$ cat src/rtl/rdsw_pkg.sv
// rdsw_pkg: shared types, register codes and calendar helpers for the
// rtc date sanitizer. No dependencies.
package rdsw_pkg;

    localparam int unsigned MaxYear  = 99;
    localparam int unsigned MaxMonth = 12;
    localparam int unsigned MaxHour  = 23;
    localparam int unsigned MaxMin   = 59;
    localparam int unsigned PmHour   = 12;

    localparam int unsigned CfgIdxW  = 2;
    localparam int unsigned CfgDataW = 7;

    typedef enum logic [CfgIdxW-1:0] {
        CFG_MIN_YEAR  = 2'd0,
        CFG_MIN_MONTH = 2'd1,
        CFG_MIN_DAY   = 2'd2
    } cfg_idx_t;

    typedef struct packed {
        logic [7:0] year;
        logic [7:0] month;
        logic [7:0] day;
        logic [7:0] hours;
        logic [7:0] minutes;
        logic [7:0] seconds;
    } raw_date_t;

    typedef struct packed {
        logic [6:0] fixed_year;
        logic [3:0] fixed_month;
        logic [4:0] fixed_day;
        logic [4:0] fixed_hours;
        logic [5:0] fixed_minutes;
        logic [5:0] fixed_seconds;
        logic [2:0] weekday;
        logic       pm_flag;
        logic       accepted;
    } fixed_date_t;

    // days in month, zero for month codes outside 1..12; leap when year mod 4 is 0
    function automatic logic [4:0] month_len(input logic [6:0] y, input logic [3:0] m);
        logic leap;
        logic [4:0] len;
        leap = (y[1:0] == 2'b00);
        case (m)
            4'd1, 4'd3, 4'd5, 4'd7, 4'd8, 4'd10, 4'd12: len = 5'd31;
            4'd4, 4'd6, 4'd9, 4'd11:                    len = 5'd30;
            4'd2:                                       len = leap ? 5'd29 : 5'd28;
            default:                                    len = 5'd0;
        endcase
        return len;
    endfunction

    // floor(13 * (fm + 1) / 5) for the shifted month 3..14
    function automatic logic [5:0] month_term(input logic [3:0] fm);
        logic [5:0] t;
        case (fm)
            4'd3:    t = 6'd10;
            4'd4:    t = 6'd13;
            4'd5:    t = 6'd15;
            4'd6:    t = 6'd18;
            4'd7:    t = 6'd20;
            4'd8:    t = 6'd23;
            4'd9:    t = 6'd26;
            4'd10:   t = 6'd28;
            4'd11:   t = 6'd31;
            4'd12:   t = 6'd33;
            4'd13:   t = 6'd36;
            4'd14:   t = 6'd39;
            default: t = 6'd0;
        endcase
        return t;
    endfunction

    // x mod 7 by folding: 64 and 8 are both 1 mod 7
    function automatic logic [2:0] mod7(input logic [7:0] x);
        logic [6:0] a;
        logic [3:0] b;
        logic [3:0] c;
        a = {5'd0, x[7:6]} + {1'b0, x[5:0]};
        b = a[6:3] + {1'b0, a[2:0]};
        c = {3'd0, b[3]} + {1'b0, b[2:0]};
        if (c >= 4'd7)
        begin
            c = c - 4'd7;
        end
        return c[2:0];
    endfunction

    // zeller's congruence for years 2000..2099, 1 monday .. 7 sunday
    function automatic logic [2:0] weekday_of(input logic [6:0] y, input logic [3:0] m,
                                              input logic [4:0] d);
        logic [6:0] yy;
        logic [3:0] fm;
        logic       c19;
        logic [7:0] sum;
        logic [2:0] w;
        c19 = 1'b0;
        if (m < 4'd3)
        begin
            fm = m + 4'd12;
            if (y == 7'd0)
            begin
                yy  = 7'd99;
                c19 = 1'b1;
            end
            else
            begin
                yy = y - 7'd1;
            end
        end
        else
        begin
            fm = m;
            yy = y;
        end
        // century terms leave 0 mod 7 for century 20 and 1 for century 19;
        // the minus one on the day is carried as plus six
        sum = {1'b0, yy} + {3'd0, yy[6:2]} + {2'd0, month_term(fm)} + {3'd0, d}
            + {7'd0, c19} + 8'd6;
        w = mod7(sum);
        return (w == 3'd0) ? 3'd7 : w;
    endfunction

endpackage

$ cat src/rtl/rtc_date_sanitizer_weekday_top.sv
// rtc_date_sanitizer_weekday_top: corrects a raw clock date and time and
// adds weekday, pm flag and accepted flag. Depends on rdsw_pkg.
//
//   channel  | handshake                | payload
//   ---------+--------------------------+-------------------------------
//   raw      | raw_valid / raw_stall    | raw_data   (raw_date_t)
//   fix      | fix_valid / fix_stall    | fix_data   (fixed_date_t)
//   cfg      | cfg_we                   | cfg_index, cfg_data
//
// a raw transaction is taken into the input register, and its result is then
// registered into the result register that drives fix_valid and fix_data.
// one transaction per cycle is sustained while fix_stall is low; the result
// register and the input register form a two-deep pipeline that only holds
// while fix_stall is high. reset clears both valid flags and loads the minimum
// date registers with year 0, month 1, day 1.
module rtc_date_sanitizer_weekday_top
    import rdsw_pkg::*;
(
    input  logic                 clk,
    input  logic                 rst_n,

    input  logic                 raw_valid,
    output logic                 raw_stall,
    input  raw_date_t            raw_data,

    output logic                 fix_valid,
    input  logic                 fix_stall,
    output fixed_date_t          fix_data,

    input  logic                 cfg_we,
    input  logic [CfgIdxW-1:0]   cfg_index,
    input  logic [CfgDataW-1:0]  cfg_data
);

    logic [6:0]  min_year_reg;
    logic [3:0]  min_month_reg;
    logic [4:0]  min_day_reg;

    logic        s1_valid_reg;
    logic        s1_valid_next;
    raw_date_t   s1_data_reg;
    logic        fix_valid_reg;
    logic        fix_valid_next;
    fixed_date_t fix_data_reg;
    fixed_date_t fix_data_next;

    logic        s2_ready;
    logic        s1_load;
    logic        s2_load;

    logic        y_bad;
    logic        y_eq;
    logic        m_bad;
    logic [6:0]  y_c;
    logic [3:0]  m_c;
    logic [4:0]  d_c;
    logic [4:0]  lim;
    logic [4:0]  h_c;
    logic [5:0]  mi_c;
    logic [5:0]  s_c;
    logic        ok;

    // configuration registers
    always_ff @(posedge clk or negedge rst_n)
    begin
        if (!rst_n)
        begin
            min_year_reg  <= 7'd0;
            min_month_reg <= 4'd1;
            min_day_reg   <= 5'd1;
        end
        else if (cfg_we)
        begin
            case (cfg_idx_t'(cfg_index))
                CFG_MIN_YEAR:  min_year_reg  <= cfg_data[6:0];
                CFG_MIN_MONTH: min_month_reg <= cfg_data[3:0];
                CFG_MIN_DAY:   min_day_reg   <= cfg_data[4:0];
                default:       ;
            endcase
        end
    end

    // pipeline flow control
    assign s2_ready       = !fix_valid_reg || !fix_stall;
    assign raw_stall      = s1_valid_reg && !s2_ready;
    assign s1_load        = raw_valid && !raw_stall;
    assign s2_load        = s1_valid_reg && s2_ready;
    assign s1_valid_next  = raw_stall ? s1_valid_reg : raw_valid;
    assign fix_valid_next = s2_ready ? s1_valid_reg : fix_valid_reg;

    always_ff @(posedge clk or negedge rst_n)
    begin
        if (!rst_n)
        begin
            s1_valid_reg  <= 1'b0;
            fix_valid_reg <= 1'b0;
        end
        else
        begin
            s1_valid_reg  <= s1_valid_next;
            fix_valid_reg <= fix_valid_next;
        end
    end

    always_ff @(posedge clk)
    begin
        if (s1_load)
        begin
            s1_data_reg <= raw_data;
        end
        if (s2_load)
        begin
            fix_data_reg <= fix_data_next;
        end
    end

    // date correction
    always_comb
    begin
        y_bad = (s1_data_reg.year < {1'b0, min_year_reg})
             || (s1_data_reg.year > 8'(MaxYear));
        y_eq  = (s1_data_reg.year == {1'b0, min_year_reg});
        m_bad = (s1_data_reg.month > 8'(MaxMonth));
        y_c   = s1_data_reg.year[6:0];
        m_c   = s1_data_reg.month[3:0];
        d_c   = s1_data_reg.day[4:0];
        lim   = 5'd0;
        if (y_bad)
        begin
            y_c = min_year_reg;
            m_c = min_month_reg;
            d_c = min_day_reg;
        end
        else if (y_eq)
        begin
            if ((s1_data_reg.month < {4'd0, min_month_reg}) || m_bad)
            begin
                m_c = min_month_reg;
                d_c = min_day_reg;
            end
            else
            begin
                lim = month_len(y_c, m_c);
                if (m_c == min_month_reg)
                begin
                    if ((s1_data_reg.day < {3'd0, min_day_reg})
                        || (s1_data_reg.day > {3'd0, lim}))
                    begin
                        d_c = min_day_reg;
                    end
                end
                else if ((s1_data_reg.day == 8'd0) || (s1_data_reg.day > {3'd0, lim}))
                begin
                    d_c = 5'd1;
                end
            end
        end
        else
        begin
            if ((s1_data_reg.month == 8'd0) || m_bad)
            begin
                m_c = 4'd1;
            end
            lim = month_len(y_c, m_c);
            if ((s1_data_reg.day == 8'd0) || (s1_data_reg.day > {3'd0, lim}))
            begin
                d_c = 5'd1;
            end
        end
    end

    // time correction, final range check and result assembly
    always_comb
    begin
        h_c  = (s1_data_reg.hours   > 8'(MaxHour)) ? 5'd0 : s1_data_reg.hours[4:0];
        mi_c = (s1_data_reg.minutes > 8'(MaxMin))  ? 6'd0 : s1_data_reg.minutes[5:0];
        s_c  = (s1_data_reg.seconds > 8'(MaxMin))  ? 6'd0 : s1_data_reg.seconds[5:0];
        // month_len is zero for a month outside 1..12, which fails the day test
        ok   = (y_c <= 7'(MaxYear)) && (d_c != 5'd0) && (d_c <= month_len(y_c, m_c));

        fix_data_next.fixed_year    = y_c;
        fix_data_next.fixed_month   = m_c;
        fix_data_next.fixed_day     = d_c;
        fix_data_next.fixed_hours   = h_c;
        fix_data_next.fixed_minutes = mi_c;
        fix_data_next.fixed_seconds = s_c;
        fix_data_next.weekday       = ok ? weekday_of(y_c, m_c, d_c) : 3'd0;
        fix_data_next.pm_flag       = (h_c > 5'(PmHour));
        fix_data_next.accepted      = ok;
    end

    assign fix_valid = fix_valid_reg;
    assign fix_data  = fix_data_reg;

`ifndef SYNTHESIS
    a_weekday_range: assert property (@(posedge clk) disable iff (!rst_n)
        fix_valid && fix_data.accepted |-> (fix_data.weekday != 3'd0))
        else $error("accepted date without a weekday");

    a_weekday_reject: assert property (@(posedge clk) disable iff (!rst_n)
        fix_valid && !fix_data.accepted |-> (fix_data.weekday == 3'd0))
        else $error("rejected date carries a weekday");

    a_time_range: assert property (@(posedge clk) disable iff (!rst_n)
        fix_valid |-> (fix_data.fixed_hours <= 5'(MaxHour))
                   && (fix_data.fixed_minutes <= 6'(MaxMin))
                   && (fix_data.fixed_seconds <= 6'(MaxMin)))
        else $error("corrected time out of range");

    a_pm_flag: assert property (@(posedge clk) disable iff (!rst_n)
        fix_valid |-> (fix_data.pm_flag == (fix_data.fixed_hours > 5'(PmHour))))
        else $error("pm flag disagrees with corrected hour");

    a_stall_pipe: assert property (@(posedge clk) disable iff (!rst_n)
        raw_stall |-> s1_valid_reg && fix_valid_reg && fix_stall)
        else $error("input stalled with room in the pipeline");
`endif

endmodule

$ cat config.mk
export PLATFORM = sky130hd
export DESIGN_NAME = rtc_date_sanitizer_weekday_top
export DESIGN_NICKNAME = d
export VERILOG_FILES = /design/src/rtl/rdsw_pkg.sv /design/src/rtl/rtc_date_sanitizer_weekday_top.sv
export SDC_FILE = /design/constraint.sdc
export NUM_CORES = 1
export LEC_CHECK = 0
export BUFFER_PORTS_ARGS = -buffer_cell sky130_fd_sc_hd__buf_2
export CAP_MARGIN = 20
export CORE_MARGIN = 2
export CORE_UTILIZATION = 55
export CTS_CLUSTER_DIAMETER = 40
export CTS_CLUSTER_SIZE = 25
export DETAILED_ROUTE_END_ITERATION = 8
export PLACE_DENSITY = 0.85
export SKIP_LAST_GASP = 1
export SYNTH_ARGS = -nofsm -noshare
export SYNTH_HDL_FRONTEND = slang
export SYNTH_SLANG_ARGS = --single-unit
$ cat constraint.sdc
create_clock -name clk -period 12.9 [get_ports clk]
set_input_delay 0.645 -clock clk [delete_from_list [all_inputs] [get_ports clk]]
set_output_delay 0.645 -clock clk [all_outputs]
set_load 0.02 [all_outputs]
==> metrics.txt <==
# TYPE chip_impl_metric gauge
chip_impl_info{name="run_status",value="completed"} 1
chip_impl_metric{name="ys.warnings.count",unit=""} 0
chip_impl_metric{name="number_of_inserted_filler_cells_in_the_final_layout",unit=""} 885
chip_impl_metric{name="crit_required",unit="ns"} 12.99
chip_impl_metric{name="avgSynthCellArea",unit="um2"} 11.6
chip_impl_metric{name="cts_post_setup_buffers_inserted",unit=""} 0
chip_impl_metric{name="grt_first_pass_wirelength",unit="um"} 21900
chip_impl_metric{name="seq_area_frac_synth",unit="%"} 48.1
chip_impl_metric{name="fp.dieW",unit="um"} 111
chip_impl_metric{name="aggregate_global_route_resource_usage",unit="%"} 22.3
chip_impl_metric{name="initial_util",unit="%"} 55.7
chip_impl_metric{name="compound_gate_fraction_of_synth_area",unit="%"} 12.6
chip_impl_metric{name="cts.repair.resized",unit=""} 0
chip_impl_metric{name="final.setup_skew",unit="ns"} 0.00542
chip_impl_metric{name="finalCriticalPeriod",unit="ns"} 10.11
chip_impl_info{name="setup.worst_path.class",value="register to register"} 1
chip_impl_info{name="tritoncts",value="done"} 1
chip_impl_info{name="rsz0062_at_grt",value="no"} 1
chip_impl_metric{name="post-synth-top-area-fraction",unit="%"} 40.9
chip_impl_metric{name="clk_slew_on_worst_s_h_paths",unit="ns"} 0.07
chip_impl_metric{name="routed-wl-met2",unit="um"} 6660
chip_impl_metric{name="synth.area.mux_share",unit="%"} 2.92
chip_impl_metric{name="wp_data_arrival",unit="ns"} 10.20
chip_impl_metric{name="critical_path_peak_fanout",unit=""} 7
chip_impl_metric{name="largest_net_degree_at_the_start_of_global_routing",unit=""} 49
chip_impl_metric{name="postCtsHoldBufs",unit=""} 0
chip_impl_info{name="r2r_start",value="s1_data_reg[41]$_DFFE_PP_"} 1
chip_impl_metric{name="maximum_cell_stage_delay_along_the_critical_path",unit="ns"} 0.66
chip_impl_metric{name="vias",unit=""} 4582
chip_impl_metric{name="setup_viol_count_final",unit=""} 0
chip_impl_metric{name="sum_of_routed_wire_length_over_all_layers",unit="um"} 13400
chip_impl_metric{name="syn-num-nets",unit=""} 680
chip_impl_metric{name="timing.max_slew.rel_slack",unit="%"} 37.7
chip_impl_metric{name="multiInputGateArea",unit="mm2"} 0.00307
chip_impl_info{name="combinational_family_with_the_most_area_after_synthesis",value="adder cells"} 1
chip_impl_metric{name="fraction_of_synthesized_cell_area_in_xor_and_xnor_cells",unit="%"} 2.08
chip_impl_metric{name="hold_viol_final",unit=""} 0
chip_impl_metric{name="chipHeight",unit="um"} 111
chip_impl_metric{name="largest_register_ffs",unit=""} 48
chip_impl_info{name="synth_top_area_cell",value="sky130_fd_sc_hd__edfxtp_1"} 1
chip_impl_metric{name="synth_seq_cells",unit=""} 104
chip_impl_metric{name="wire_per_inst",unit="um"} 16.8
chip_impl_metric{name="synth_edf_count",unit=""} 86
chip_impl_metric{name="synth_simple_gate_area_share",unit="%"} 14.2
chip_impl_metric{name="async_flop_share",unit="%"} 17.3
chip_impl_metric{name="top_level_ports",unit=""} 102
chip_impl_metric{name="cts.path.max_buffers",unit=""} 2
chip_impl_metric{name="area_enclosed_by_the_die_boundary",unit="mm2"} 0.0123
chip_impl_metric{name="global_route.overflow_total",unit=""} 0
chip_impl_metric{name="vias_in_the_first_global_route",unit=""} 4578
chip_impl_metric{name="num_rows",unit=""} 39
chip_impl_info{name="crit_start",value="s1_data_reg[41]$_DFFE_PP_"} 1
chip_impl_metric{name="post_synth_inst_count",unit=""} 542
chip_impl_info{name="critical-path-top-delay-family",value="adder cells"} 1
chip_impl_info{name="ys_top_cells_by_count",value="sky130_fd_sc_hd__edfxtp_1 (86), sky130_fd_sc_hd__ha_1 (63), sky130_fd_sc_hd__inv_1 (49)"} 1
chip_impl_metric{name="yosysUniqueCellTypes",unit=""} 69
chip_impl_metric{name="adder_cell_area_share_of_the_yosys_netlist",unit="%"} 16.6
chip_impl_metric{name="met3_length",unit="um"} 723
chip_impl_metric{name="post-route-period-util",unit="%"} 78.4
chip_impl_metric{name="share_of_final_layout_standard_cells_stronger_than_drive_strength_1",unit="%"} 23.8
chip_impl_info{name="setup_crit_start_kind",value="register"} 1
chip_impl_metric{name="met1Wirelength",unit="um"} 5760
chip_impl_metric{name="maxCapViolations",unit=""} 0
chip_impl_info{name="worst_hold_path_type",value="input port to asynchronous set/reset pin"} 1
chip_impl_metric{name="io_buffer_count",unit=""} 101
chip_impl_info{name="worst_path_max_delay_cell",value="sky130_fd_sc_hd__o21ai_0"} 1
chip_impl_metric{name="clock_sink_count",unit=""} 104
chip_impl_info{name="worst_path_most_repeated_cell",value="sky130_fd_sc_hd__ha_1"} 1
chip_impl_metric{name="seq_area",unit="mm2"} 0.00304
chip_impl_metric{name="fmaxAchievable",unit="MHz"} 98.9
chip_impl_metric{name="detail_route.first_pass.iterations",unit=""} 5
chip_impl_metric{name="htree_num_levels",unit=""} 3
chip_impl_metric{name="post_drt_via_cell_ratio",unit=""} 5.73
chip_impl_info{name="cts_root_buffer",value="sky130_fd_sc_hd__clkbuf_16"} 1
chip_impl_metric{name="max_transition_viols_final",unit=""} 0
chip_impl_metric{name="areaGrowthSynthToFinish",unit="%"} 15.8
chip_impl_metric{name="post_dp_cell_area",unit="mm2"} 0.00699
chip_impl_metric{name="clk-insertion-delay-late",unit="ns"} 0.35
chip_impl_metric{name="timing.critical_path.buf_inv",unit=""} 3
chip_impl_metric{name="first_iter_violations",unit=""} 305
chip_impl_info{name="sort_of_element_at_the_end_of_the_critical_path",value="register"} 1
chip_impl_metric{name="drt.antenna.violating_nets",unit=""} 0
chip_impl_metric{name="synth.cell_area",unit="mm2"} 0.00631
chip_impl_metric{name="grt_antenna_before_repair",unit=""} 0
chip_impl_metric{name="tns_setup",unit="ns"} 0
chip_impl_metric{name="hpwlAfterDp",unit="um"} 10500
chip_impl_metric{name="finalInstanceArea",unit="mm2"} 0.00730
chip_impl_metric{name="antennaDiodeCount",unit=""} 0
chip_impl_metric{name="globalplace.congestion",unit=""} 0.938
chip_impl_metric{name="detail_route.drc_violations",unit=""} 0
chip_impl_metric{name="placeableCoreArea",unit="mm2"} 0.0113
chip_impl_metric{name="tritoncts.num_buffers",unit=""} 9
chip_impl_info{name="post-synth-top-count-cell",value="sky130_fd_sc_hd__edfxtp_1"} 1
chip_impl_metric{name="design.final.nets",unit=""} 789
chip_impl_info{name="synth_flop_cell",value="sky130_fd_sc_hd__edfxtp_1"} 1
chip_impl_metric{name="worst_pin_slew",unit="ns"} 0.911
chip_impl_info{name="yosys-top-cells-area",value="sky130_fd_sc_hd__edfxtp_1 (41%), sky130_fd_sc_hd__ha_1 (12%), sky130_fd_sc_hd__dfrtp_1 (6.3%), sky130_fd_sc_hd__fa_1 (4.1%), sky130_fd_sc_hd__inv_1 (2.9%)"} 1
chip_impl_info{name="top_signal_layer_used",value="met4"} 1
[area by class of cell]
cell class	instances	share of cell area, %
Clock buffer	9	3.08
Clock inverter	7	0.840
Inverter	49	2.52
Multi-Input combinational cell	383	42.0
Sequential cell	104	41.6
Tap cell	143	2.45
Timing Repair Buffer	104	7.51
[routing by layer]
layer | GRT usage, % | up-vias
met1 | 29.4 | 2188
li1 | - | 2221
met5 | 0 | -
met4 | 7.41 | 0
met2 | 37.3 | 152
met3 | 4.10 | 21
[worst paths after layout]
check	end	slack (ns)	depth (start not counted)
max	fix_data[4]$_SDFFCE_PN0P_	2.79	40
min	fix_valid$_DFFE_PN0N_	0.22	1
max reg2reg	fix_data[4]$_SDFFCE_PN0P_	2.79	40
min reg2reg	fix_valid$_DFFE_PN0N_	0.50	1
max in group asynchronous	min_day_reg[0]$_DFFE_PN1P_	12.35	1
min in group clk	s1_data_reg[34]$_DFFE_PP_	0.46	1
[cells by family after synthesis]
logic type | Yosys count
flip-flops | 104
AND/OR/NAND/NOR | 159
multiplexers | 17
AO/OA/AOI/OAI | 116
buffers and inverters | 55
adder cells (fa/ha/maj) | 76
XOR/XNOR | 15
[per-stage QoR]
step	util [%]	hold WS (ns)	cells	setup slack, ns
floorplan	-	0.349	542	3.96
global placement	61.7	0.463	782	3.44
detailed placement	61.7	0.496	782	2.92
CTS	64.2	0.222	798	2.89
global route	64.5	0.249	799	1.85
finish	64.5	0.224	799	2.79
[placed cells by master (no fill, tap or decap), types with 6 or more instances in the layout]
| cell | netlist | final |
|---|---|---|
| sky130_fd_sc_hd__edfxtp_1 | 86 | 86 |
| sky130_fd_sc_hd__nand3_1 | 9 | 9 |
| sky130_fd_sc_hd__nand4_1 | 6 | 6 |
| sky130_fd_sc_hd__ha_1 | 63 | 63 |
| sky130_fd_sc_hd__dfrtp_1 | 16 | 16 |
| sky130_fd_sc_hd__mux2i_1 | 6 | 6 |
| sky130_fd_sc_hd__xnor2_1 | 10 | 10 |
| sky130_fd_sc_hd__nand2_1 | 31 | 31 |
| sky130_fd_sc_hd__nor3_1 | 14 | 14 |
| sky130_fd_sc_hd__inv_1 | 49 | 49 |
| sky130_fd_sc_hd__mux2_2 | 11 | 11 |
| sky130_fd_sc_hd__o211ai_1 | 7 | 7 |
| sky130_fd_sc_hd__a21o_1 | 9 | 9 |
| sky130_fd_sc_hd__o21ai_0 | 21 | 21 |
| sky130_fd_sc_hd__clkbuf_16 | 0 | 9 |
| sky130_fd_sc_hd__and2_1 | 21 | 20 |
| sky130_fd_sc_hd__nor2_1 | 27 | 27 |
| sky130_fd_sc_hd__a21oi_1 | 24 | 24 |
| sky130_fd_sc_hd__fa_1 | 13 | 13 |
| sky130_fd_sc_hd__buf_2 | 2 | 101 |
| sky130_fd_sc_hd__nor2b_1 | 7 | 7 |
Power is not shown: default switching activity piles up to over one toggle a cycle in this logic, so the estimate is an artifact.
